<file path="config.mk">
export PLATFORM = sky130hd
export DESIGN_NAME = adu_sqrt_pipe
export DESIGN_NICKNAME = d
export VERILOG_FILES = /design/src/rtl/adu_pkg.sv /design/src/rtl/adu_sqrt_pipe.sv
export SDC_FILE = /design/constraint.sdc
export NUM_CORES = 2
export LEC_CHECK = 0
export BUFFER_PORTS_ARGS = -buffer_cell sky130_fd_sc_hd__buf_2
export CAP_MARGIN = 20
export CORE_MARGIN = 2
export CORE_UTILIZATION = 48
export CTS_CLUSTER_DIAMETER = 80
export DETAILED_ROUTE_END_ITERATION = 8
export PLACE_DENSITY = 0.62
export SLEW_MARGIN = 20
export SYNTH_ARGS = -nofsm -noshare
export SYNTH_HDL_FRONTEND = slang
export SYNTH_SLANG_ARGS = --single-unit
</file>
<file path="constraint.sdc">
create_clock -name clock -period 8.65 [get_ports clock]
set_clock_uncertainty 0.2 [all_clocks]
set_input_delay 1.73 -clock clock [delete_from_list [all_inputs] [get_ports clock]]
set_output_delay 1.73 -clock clock [all_outputs]
set_load 0.05 [all_outputs]
</file>
<file path="src/rtl/adu_pkg.sv">
// Shared constants, payload types and register codes for the Adadelta update block.
// No dependencies; every other file of the block but adu_stream_if imports this package.
package adu_pkg;

   localparam int unsigned ADU_STATE_DEPTH = 4096;
   localparam int unsigned ADU_INDEX_W     = 12;
   localparam int unsigned ADU_DATA_W      = 32;
   localparam int unsigned ADU_CSR_W       = 31;
   localparam int unsigned ADU_CSR_IDX_W   = 2;

   // latency of the root unit and of the divider, in register stages
   localparam int unsigned ADU_SQRT_LAT = 16;
   localparam int unsigned ADU_DIV_LAT  = 17;

   localparam logic [15:0] ADU_DECAY_RESET   = 16'd62259;
   localparam logic [15:0] ADU_EPS_RESET     = 16'd17;
   localparam logic [30:0] ADU_RATE_RESET    = 31'd16777216;

   typedef enum logic [1:0] {
      CSR_DECAY_RATE     = 2'd0,
      CSR_STABILITY_TERM = 2'd1,
      CSR_LEARNING_RATE  = 2'd2
   } csr_index_type;

   typedef struct packed {
      logic [11:0]        param_index;
      logic signed [31:0] gradient;
      logic signed [31:0] weight_in;
   } req_payload_type;

   typedef struct packed {
      logic [11:0]        param_index_out;
      logic signed [31:0] weight_out;
      logic signed [31:0] update_value;
      logic               saturated;
   } rsp_payload_type;

   // one pipeline slot; each stage fills the fields it owns and passes the rest on
   typedef struct packed {
      logic        valid;
      logic [11:0] idx;
      logic        gneg;
      logic [31:0] gmag;
      logic [31:0] w;
      logic [31:0] eg_old;
      logic [31:0] eu_old;
      logic [63:0] sq_full;
      logic [39:0] sq;
      logic [47:0] bl1;
      logic [56:0] bl2;
      logic [31:0] eg;
      logic [32:0] a;
      logic [32:0] b;
      logic [31:0] sa;
      logic [31:0] sb;
      logic        sbz;
      logic [63:0] gsa;
      logic [64:0] num;
      logic [32:0] den;
      logic [31:0] q;
      logic        ovf;
      logic [31:0] umag;
      logic [31:0] u;
      logic [62:0] prate;
      logic [38:0] p;
      logic [31:0] wout;
      logic [31:0] eu;
      logic        clip;
   } item_type;

endpackage

</file>
<file path="src/rtl/adu_sqrt_pipe.sv">
// Pipelined integer square root: floor(sqrt(radicand)), two root bits per stage.
// Depends on adu_pkg for the stage count.
module adu_sqrt_pipe
   import adu_pkg::*;
(
   input  logic        clock,
   input  logic        advance,
   input  logic [63:0] radicand,
   output logic [31:0] root
);

   localparam int unsigned NS = ADU_SQRT_LAT;

   logic [63:0] x_ff    [NS];
   logic [63:0] x_in    [NS];
   logic [33:0] rem_ff  [NS];
   logic [33:0] rem_in  [NS];
   logic [31:0] root_ff [NS];
   logic [31:0] root_in [NS];

   always_comb begin
      logic [63:0] x;
      logic [33:0] rm;
      logic [31:0] q;
      logic [35:0] sh;
      logic [33:0] t;
      for (int s = 0; s < NS; s++) begin
         if (s == 0) begin
            x  = radicand;
            rm = '0;
            q  = '0;
         end else begin
            x  = x_ff[s-1];
            rm = rem_ff[s-1];
            q  = root_ff[s-1];
         end
         for (int j = 0; j < 2; j++) begin
            sh = {rm, x[63:62]};
            t  = {q, 2'b01};
            if (sh >= {2'b00, t}) begin
               sh = sh - {2'b00, t};
               q  = {q[30:0], 1'b1};
            end else begin
               q  = {q[30:0], 1'b0};
            end
            rm = sh[33:0];
            x  = {x[61:0], 2'b00};
         end
         x_in[s]    = x;
         rem_in[s]  = rm;
         root_in[s] = q;
      end
   end

   always_ff @(posedge clock) begin
      if (advance) begin
         x_ff    <= x_in;
         rem_ff  <= rem_in;
         root_ff <= root_in;
      end
   end

   assign root = root_ff[NS-1];

endmodule

</file>
==> flow_summary.toml <==
[detailed_routing]
vias_per_cell = 5.90
wl_per_cell_um = 20.4
totalWireLength_mm = 213
drtIter0Drc = 5075
drc = 0
ant_nets = 0
drtPass1Iterations = 7
vias = 61591

[power_and_ir_drop]
leakage_nw = 34.8
vdd.ir_drop.worst_mv = 0.217
power.total_mw = 26.7
powerDensity_nw_per_um2 = 300

[timing]
fmax_mhz = 128
finalWorstSetupSlack_ps = 844
setup_violations = 0
hold_violations = 0
setup_tns_ps = 0
timing.slew.headroom_pct = 28.3
timing.final.crit_share_pct = 90.2
maxSlewViolCount = 0
rsz0062_at_grt = "no"
worst_pin_slew_ps = 1070
min_period_ps = 7810

[setup_path]
cp_cell_sequence = "ha_1, nor4bb_1, nand4_1, o311a_1, o211ai_1, or2_2, buf_4, nor2_1, a21oi_1, ha_1, and4_1, and4_1, nand3_1, nor4_1, a31oi_1, a2bb2oi_1, o31ai_1, nor4_1, nand4_1, nor2b_2, buf_4, mux2_2"
critPathMaxStageDelay_ps = 630
critPathArrivalTime_ps = 8130
crit_path_start_kind = "flop"
crit_buf_inv = 2
cp_top_family = "simple AND/OR/NAND/NOR gates"
path_max_fanout = 36
r2r_setup_slack_ps = 840
cp.required_ps = 8970
crit_type = "flop to flop"
crit_path_end_kind = "flop"
critical-path-slowest-cell = "nor4bb_1"

[clock_tree]
cts-resized-gates = 0
worstSkewPairLatency_ps = 800
cts_made_buffers = 142
cts.sinks = 1239
cts_buffer_depth = 3
post_cts_buffers = 0
cts-root-buf = "clkbuf_16"
htree_levels = 4
clk_pin_slew_ps = 60
cts_tree = "done"
holdBufCountCts = 0

[synthesis]
synth_flop_cell = "edfxtp_1"
synth_edf_count = 1239
ys_top_cells_by_count = "edfxtp_1 (1,239), nand2_1 (677), a21oi_1 (583), ha_1 (558), nor2_1 (550)"
yosysUniqueCellTypes = 114
netlist_instances = 8024
synth_area_per_cell_um2 = 10.2
ys_ff_latch = 1239
ys_warn_count = 0
ys_seq_area_share_pct = 45.6
yosysTopAreaCellShare_pct = 45.6
async_flop_share_pct = 0
yosysTopAreaCell = "edfxtp_1"
synth_area_leaders = "edfxtp_1 (46%), ha_1 (8.6%), xnor2_1 (5.3%), a21oi_1 (3.6%), nand2_1 (3.1%)"
syn_area_um2 = 81500
yosysMostFrequentCell = "edfxtp_1"

[floorplan]
core_area_um2 = 169000
die_w_um = 416
dieArea_um2 = 173000
start_util_pct = 48.2
io-pin-count = 98
rows = 151
die_h_um = 416

[final_layout]
diodes = 0
layout-drive-gt1-share_pct = 7.14
fin_nets = 8727
fillers = 15108
syn2layout_area_growth_pct = 9.19
design_area_um2 = 89000

[global_route]
grt_busiest_layer = "met2"
gr-usage-met1_pct = 31.5
grt.total_usage_pct = 24.0
grt_pass1_wl_mm = 330
grt_pass1_vias = 58738
use_met2_pct = 41.3
overflow = 0
met3_usage_pct = 2.85
grt_max_degree = 169
antenna_found_initial = 8

[run]
maxCapViolCount = 0

[worst_hold_path]
hold_class = "flop to flop"

[placement]
numPortBuffers = 97
dp_hpwl_mm = 164
post-place-ws_ps = 893
gp_congestion = 0.939
dpl_cell_area_um2 = 84200

[status]
status = "complete, no violations"
cell usage in the layout (no fill, tap or decap), drive strengths merged, types with 71 or more instances in the layout:
master  instances
edfxtp       1239
nand2         678
a21oi         583
ha            558
nor2          552
o21ai         506
xnor2         493
inv           489
a21o          285
xor2          256
nor3          213
nand3         173
clkbuf        167
buf           154
nand4         123
nor4          111
nand2b         97
nor2b          90
or3            87
mux2           85
and3           76
o31ai          75
a211oi         71
metal layers:
metal / share of wire [%] / vias to the layer above
li1: - / 30112
met1: 44 / 29612
met2: 49 / 1540
met3: 4.4 / 327
met4: 2.9 / 0
met5: 0 / -
metrics by stage:
step	instances	hold WS (ps)	util [%]
final	10437	196	52.7
after floorplan	8026	200	-
after global routing	10437	208	52.7
after detailed placement	10175	205	49.8
after CTS	10435	197	52.6
after global placement	10175	201	49.8
cell type report:
cell class              count  area (µm²)  area share, %
flip-flops and latches   1239       37200           41.8
repair buffers            154        1010           1.13
clock buffers             167        3730           4.19
multi-input cells        6089       41500           46.6
clock inverters            93        1020           1.15
inverters                 477        1790           2.01
well taps                2218        2780           3.12
state kept, by name, indices dropped and copies added, names as in the netlist:
name and flops:
root_ff 240, root 32, x_ff 480, rem_ff 487
cell families after synthesis:
kind of cell | share of synthesized area [%]
other cells | 0.00460
simple gates | 16.0
buf+inv | 3.52
compound gates | 16.7
fa+ha+maj | 8.56
flops | 45.6
mux | 1.57
xor+xnor | 8.05
worst register-to-register path, stage by stage (launching register included):
cell and delay (ps):
edfxtp_1 450, ha_1 470, nor4bb_1 630, nand4_1 240, o311a_1 430, o211ai_1 440
or2_2 260, buf_4 380, nor2_1 80, a21oi_1 240, ha_1 340, and4_1 220
and4_1 270, nand3_1 190, nor4_1 160, a31oi_1 190, a2bb2oi_1 160, o31ai_1 90
nor4_1 440, nand4_1 230, nor2b_2 620, buf_4 430, mux2_2 390
power by group:
group | internal, mW | switching [mW] | leakage [nW]
Clock | 3.63 | 2.49 | 2.31
Sequential | 8.04 | 0.850 | 11.9
Combinational | 4.77 | 6.91 | 20.6
path summary, 6_finish.rpt:
kind,start,endpoint,depth (start not counted)
setup / recovery,rem_ff[158]$_DFFE_PP_,rem_ff[106]$_DFFE_PP_,22
hold / removal,x_ff[635]$_DFFE_PP_,x_ff[575]$_DFFE_PP_,0
setup reg to reg,rem_ff[158]$_DFFE_PP_,rem_ff[106]$_DFFE_PP_,22
hold reg to reg,x_ff[635]$_DFFE_PP_,x_ff[575]$_DFFE_PP_,0
No activity file was read; power rests on OpenSTA's default activity.
