File: src/rtl/adu_pkg.sv
// Shared constants, payload types and register codes for the Adadelta update block.
// No dependencies; every other file of the block but adu_stream_if imports this package.
package adu_pkg;

   localparam int unsigned ADU_STATE_DEPTH = 4096;
   localparam int unsigned ADU_INDEX_W     = 12;
   localparam int unsigned ADU_DATA_W      = 32;
   localparam int unsigned ADU_CSR_W       = 31;
   localparam int unsigned ADU_CSR_IDX_W   = 2;

   // latency of the root unit and of the divider, in register stages
   localparam int unsigned ADU_SQRT_LAT = 16;
   localparam int unsigned ADU_DIV_LAT  = 17;

   localparam logic [15:0] ADU_DECAY_RESET   = 16'd62259;
   localparam logic [15:0] ADU_EPS_RESET     = 16'd17;
   localparam logic [30:0] ADU_RATE_RESET    = 31'd16777216;

   typedef enum logic [1:0] {
      CSR_DECAY_RATE     = 2'd0,
      CSR_STABILITY_TERM = 2'd1,
      CSR_LEARNING_RATE  = 2'd2
   } csr_index_type;

   typedef struct packed {
      logic [11:0]        param_index;
      logic signed [31:0] gradient;
      logic signed [31:0] weight_in;
   } req_payload_type;

   typedef struct packed {
      logic [11:0]        param_index_out;
      logic signed [31:0] weight_out;
      logic signed [31:0] update_value;
      logic               saturated;
   } rsp_payload_type;

   // one pipeline slot; each stage fills the fields it owns and passes the rest on
   typedef struct packed {
      logic        valid;
      logic [11:0] idx;
      logic        gneg;
      logic [31:0] gmag;
      logic [31:0] w;
      logic [31:0] eg_old;
      logic [31:0] eu_old;
      logic [63:0] sq_full;
      logic [39:0] sq;
      logic [47:0] bl1;
      logic [56:0] bl2;
      logic [31:0] eg;
      logic [32:0] a;
      logic [32:0] b;
      logic [31:0] sa;
      logic [31:0] sb;
      logic        sbz;
      logic [63:0] gsa;
      logic [64:0] num;
      logic [32:0] den;
      logic [31:0] q;
      logic        ovf;
      logic [31:0] umag;
      logic [31:0] u;
      logic [62:0] prate;
      logic [38:0] p;
      logic [31:0] wout;
      logic [31:0] eu;
      logic        clip;
   } item_type;

endpackage

File: src/rtl/adu_div_pipe.sv
// Pipelined unsigned divider: 65-bit dividend over 33-bit divisor, 32-bit quotient.
// Flags overflow when the quotient does not fit. Depends on adu_pkg.
module adu_div_pipe
   import adu_pkg::*;
(
   input  logic        clock,
   input  logic        advance,
   input  logic [64:0] num,
   input  logic [32:0] den,
   output logic [31:0] quot,
   output logic        ovf
);

   localparam int unsigned NS = ADU_DIV_LAT - 1;

   // front stage: split dividend, check overflow
   logic [32:0] pre_rem_ff;
   logic [31:0] pre_low_ff;
   logic [32:0] pre_den_ff;
   logic        pre_ovf_ff;

   logic [32:0] rem_ff [NS];
   logic [32:0] rem_in [NS];
   logic [31:0] low_ff [NS];
   logic [31:0] low_in [NS];
   logic [32:0] den_ff [NS];
   logic [32:0] den_in [NS];
   logic [31:0] q_ff   [NS];
   logic [31:0] q_in   [NS];
   logic        ovf_ff [NS];
   logic        ovf_in [NS];

   always_comb begin
      logic [32:0] rm;
      logic [31:0] lo;
      logic [31:0] q;
      logic [33:0] sh;
      for (int s = 0; s < NS; s++) begin
         if (s == 0) begin
            rm        = pre_rem_ff;
            lo        = pre_low_ff;
            q         = '0;
            den_in[s] = pre_den_ff;
            ovf_in[s] = pre_ovf_ff;
         end else begin
            rm        = rem_ff[s-1];
            lo        = low_ff[s-1];
            q         = q_ff[s-1];
            den_in[s] = den_ff[s-1];
            ovf_in[s] = ovf_ff[s-1];
         end
         for (int j = 0; j < 2; j++) begin
            sh = {rm, lo[31]};
            if (sh >= {1'b0, den_in[s]}) begin
               sh = sh - {1'b0, den_in[s]};
               q  = {q[30:0], 1'b1};
            end else begin
               q  = {q[30:0], 1'b0};
            end
            rm = sh[32:0];
            lo = {lo[30:0], 1'b0};
         end
         rem_in[s] = rm;
         low_in[s] = lo;
         q_in[s]   = q;
      end
   end

   always_ff @(posedge clock) begin
      if (advance) begin
         pre_rem_ff <= num[64:32];
         pre_low_ff <= num[31:0];
         pre_den_ff <= den;
         pre_ovf_ff <= (num[64:32] >= den);
         rem_ff     <= rem_in;
         low_ff     <= low_in;
         den_ff     <= den_in;
         q_ff       <= q_in;
         ovf_ff     <= ovf_in;
      end
   end

   assign quot = q_ff[NS-1];
   assign ovf  = ovf_ff[NS-1];

endmodule
File: config.mk
export PLATFORM = sky130hd
export DESIGN_NAME = adu_div_pipe
export DESIGN_NICKNAME = d
export VERILOG_FILES = /design/src/rtl/adu_pkg.sv /design/src/rtl/adu_div_pipe.sv
export SDC_FILE = /design/constraint.sdc
export NUM_CORES = 2
export LEC_CHECK = 0
export BUFFER_PORTS_ARGS = -buffer_cell sky130_fd_sc_hd__buf_2
export CAP_MARGIN = 20
export CELL_PAD_IN_SITES_DETAIL_PLACEMENT = 0
export CELL_PAD_IN_SITES_GLOBAL_PLACEMENT = 2
export CORE_UTILIZATION = 39
export CTS_CLUSTER_SIZE = 20
export DETAILED_ROUTE_END_ITERATION = 6
export GPL_ROUTABILITY_DRIVEN = 0
export GPL_TIMING_DRIVEN = 0
export MAX_ROUTING_LAYER = met4
export PLACE_DENSITY_LB_ADDON = 0.3
export SETUP_SLACK_MARGIN = 0.15
export SLEW_MARGIN = 20
export SYNTH_ARGS = -nofsm -noshare
export SYNTH_HDL_FRONTEND = slang
export SYNTH_SLANG_ARGS = --single-unit
File: constraint.sdc
create_clock -name clock -period 6.2 [get_ports clock]
set_input_delay 0.31 -clock clock [delete_from_list [all_inputs] [get_ports clock]]
set_output_delay 0.31 -clock clock [all_outputs]
set_load 0.05 [all_outputs]
==> impl_metrics.py <==
metrics = {
    "global_routing": {
        "grt_use_total": 0.233,
        "antenna_found_initial": 6,
        "grt_pass1_wl_um": 513000,
        "grt-ovfl-total": 0,
        "grt_start_max_net_pins": 156,
        "grt_pass1_vias": 86700,
    },
    "die": {
        "die_h_um": 539,
        "start_util": 0.393,
        "die_w_um": 539,
        "core_area_um2": 286000,
        "rows": 196,
        "dieArea_um2": 290000,
        "io_pins": 133,
    },
    "timing": {
        "hold_violations": 0,
        "setup_ws_ns": -0.719,
        "worst_slew_pin_slew_ns": 0.934,
        "rsz0062_at_grt": "yes",
        "slew_violations": 0,
        "whs_ns": 0.141,
        "maxSlewHeadroom": 0.369,
        "min_period_ns": 6.92,
        "clock_skew_ns": 0.0660,
        "fmax_mhz": 145,
        "finalCritPeriodShare": 1.12,
        "setup_viol": 359,
    },
    "cts": {
        "cts.sinks": 1617,
        "cts_made_buffers": 193,
        "worstSkewPairLatency_ns": 0.89,
        "cts_htree_levels": 4,
        "clockRootBuffer": "clkbuf_16",
        "clk_path_buf_depth": 4,
        "cts_tree": "done",
        "path_clk_slew_ns": 0.06,
    },
    "final_layout": {
        "final_cell_mix": "edfxtp_1 (1617), ha_1 (910), a21oi_1 (833), inv_1 (787), buf_4 (662)",
        "drive_gt1_frac": 0.251,
        "final_common_cell": "edfxtp_1",
        "final_cell_area_um2": 142000,
        "syn_to_final_growth_pct": 26.7,
        "nets": 13200,
        "finish.utilization": 0.498,
    },
    "route": {
        "avgRoutedWirePerCell_um": 21.7,
        "dr.pass1.iters": 6,
        "vias_per_cell": 5.50,
        "wl_um": 345000,
        "vias": 87700,
        "drtIter0Drc": 5927,
        "drc": 0,
        "final_antenna_net_count": 0,
    },
    "synthesis": {
        "netlist_area_um2": 112000,
        "ys.warnings.count": 0,
        "ys_types": 102,
        "synth_flop_cell": "edfxtp_1",
        "synthCells": 10800,
        "synth_top_cell_by_area": "edfxtp_1",
        "async_flop_share": 0,
        "avgSynthCellArea_um2": 10.4,
        "synthTopCellsByArea": "edfxtp_1 (43%), ha_1 (12%), mux2_2 (5.2%), xnor2_1 (4.9%), a21oi_1 (4.6%)",
        "synth_top_area_frac": 0.432,
        "synth.net_count": 12000,
        "synth-edff-count": 1617,
        "synth-seq-cells": 1617,
        "synth.yosys.seq_area_share": 0.432,
    },
    "worst_setup_path": {
        "slowest_stage": "a221o_2",
        "cp.buffers_inverters": 7,
        "crit_family": "compound AO/OA/AOI/OAI gates",
        "crit_type": "register to register",
        "required_ns": 6.79,
        "endpoint_kind": "register",
        "start_kind": "register",
        "cp_data_arrival_time_ns": 7.51,
        "critPathMaxStageDelay_ns": 0.46,
        "cp_max_fo": 8,
    },
    "placed_design": {
        "hpwl_um": 258000,
        "place_area_um2": 119000,
        "portBuffers": 132,
        "post-place-ws_ns": -2.31,
    },
    "worst_hold_path": {
        "hold_path.class": "primary input to register",
    },
    "run": {
        "maxCapViolations": 0,
    },
    "status": {
        "status": "finished with violations",
        "violations": "setup timing",
    },
}
synthesized netlist by cell type, drive strengths merged (32+ instances only):
| master | n |
|---|---|
| and3 | 65 |
| nand2 | 675 |
| nor2b | 114 |
| nand2b | 119 |
| nand3 | 191 |
| o21ai | 656 |
| nand4 | 141 |
| nor2 | 650 |
| or3 | 33 |
| a21oi | 1037 |
| inv | 839 |
| o21a | 116 |
| a211oi | 82 |
| and2 | 48 |
| edfxtp | 1617 |
| nor4 | 38 |
| nor3 | 125 |
| o21bai | 138 |
| ha | 1089 |
| a21o | 612 |
| a31oi | 77 |
| xnor2 | 628 |
| a221oi | 32 |
| o31ai | 65 |
| and4 | 34 |
| buf | 113 |
| xor2 | 254 |
| mux2 | 551 |
| clkbuf | 128 |
| o211ai | 37 |
routing by layer:
layer  routed length, um  track usage
met2              170000        0.400
met5                   0            -
met1              150000        0.290
met3               13300       0.0210
met4               11700       0.0748
cells by family after synthesis:
group / Yosys count / synth area share
compound gates: 3175 / 0.179
xor+xnor: 882 / 0.0687
fa+ha+maj: 1120 / 0.127
buf+inv: 1082 / 0.0384
flops: 1617 / 0.432
mux: 574 / 0.0582
simple gates: 2309 / 0.0971
flip-flops by register name, summed over array words and instances, names as in the netlist:
register and cells:
quot 32, pre_low_ff 32, pre_rem_ff 33, rem_ff 495, pre_ovf_ff 1, pre_den_ff 33, den_ff 495, ovf_ff 15
ovf 1, low_ff 240, q_ff 240
timing repair:
item / 4_1_cts / 5_1_grt
endpoints found under the setup margin: 511 / 510
endpoints found under the hold margin: 169 / 0
pin swaps: 340 / 409
gates cloned: 44 / 12
hold buffers: 99 / 0
gates resized for setup: 1382 / 735
buffers inserted: 512 / 255
layout make-up:
type / instances / area (um^2)
inverter: 841 / 3230
timing repair inverter: 1 / 7.51
buffer: 241 / 3000
clock buffer: 219 / 4990
sequential: 1617 / 48600
antenna: 4 / 10.0
fill: 25700 / 143000
multi-input combinational: 8060 / 66800
clock inverter: 137 / 1400
timing repair buffer: 1065 / 9790
tap: 3762 / 4710
metrics by stage:
step	cells	setup TNS, ns
2_1_floorplan	10800	0
3_3_place_gp	14700	-
3_5_place_dp	14700	-813.29
4_1_cts	15700	-93.95
5_1_grt	15900	-185.35
6_report	15900	-111.53
worst paths after layout:
| check | end | start | cells past startpoint | slack [ns] |
|---|---|---|---|---|
| worst max-delay path | rem_ff[479] | low_ff[511] | 31 | -0.72 |
| worst min register to register | low_ff[397] | low_ff[427] | 0 | 0.36 |
| worst max register to register | rem_ff[479] | low_ff[511] | 31 | -0.72 |
| worst min-delay path | pre_low_ff[14] | num[14] | 2 | 0.14 |
Power is not shown: default switching activity piles up to over one toggle a cycle in this logic, so the estimate is an artifact.
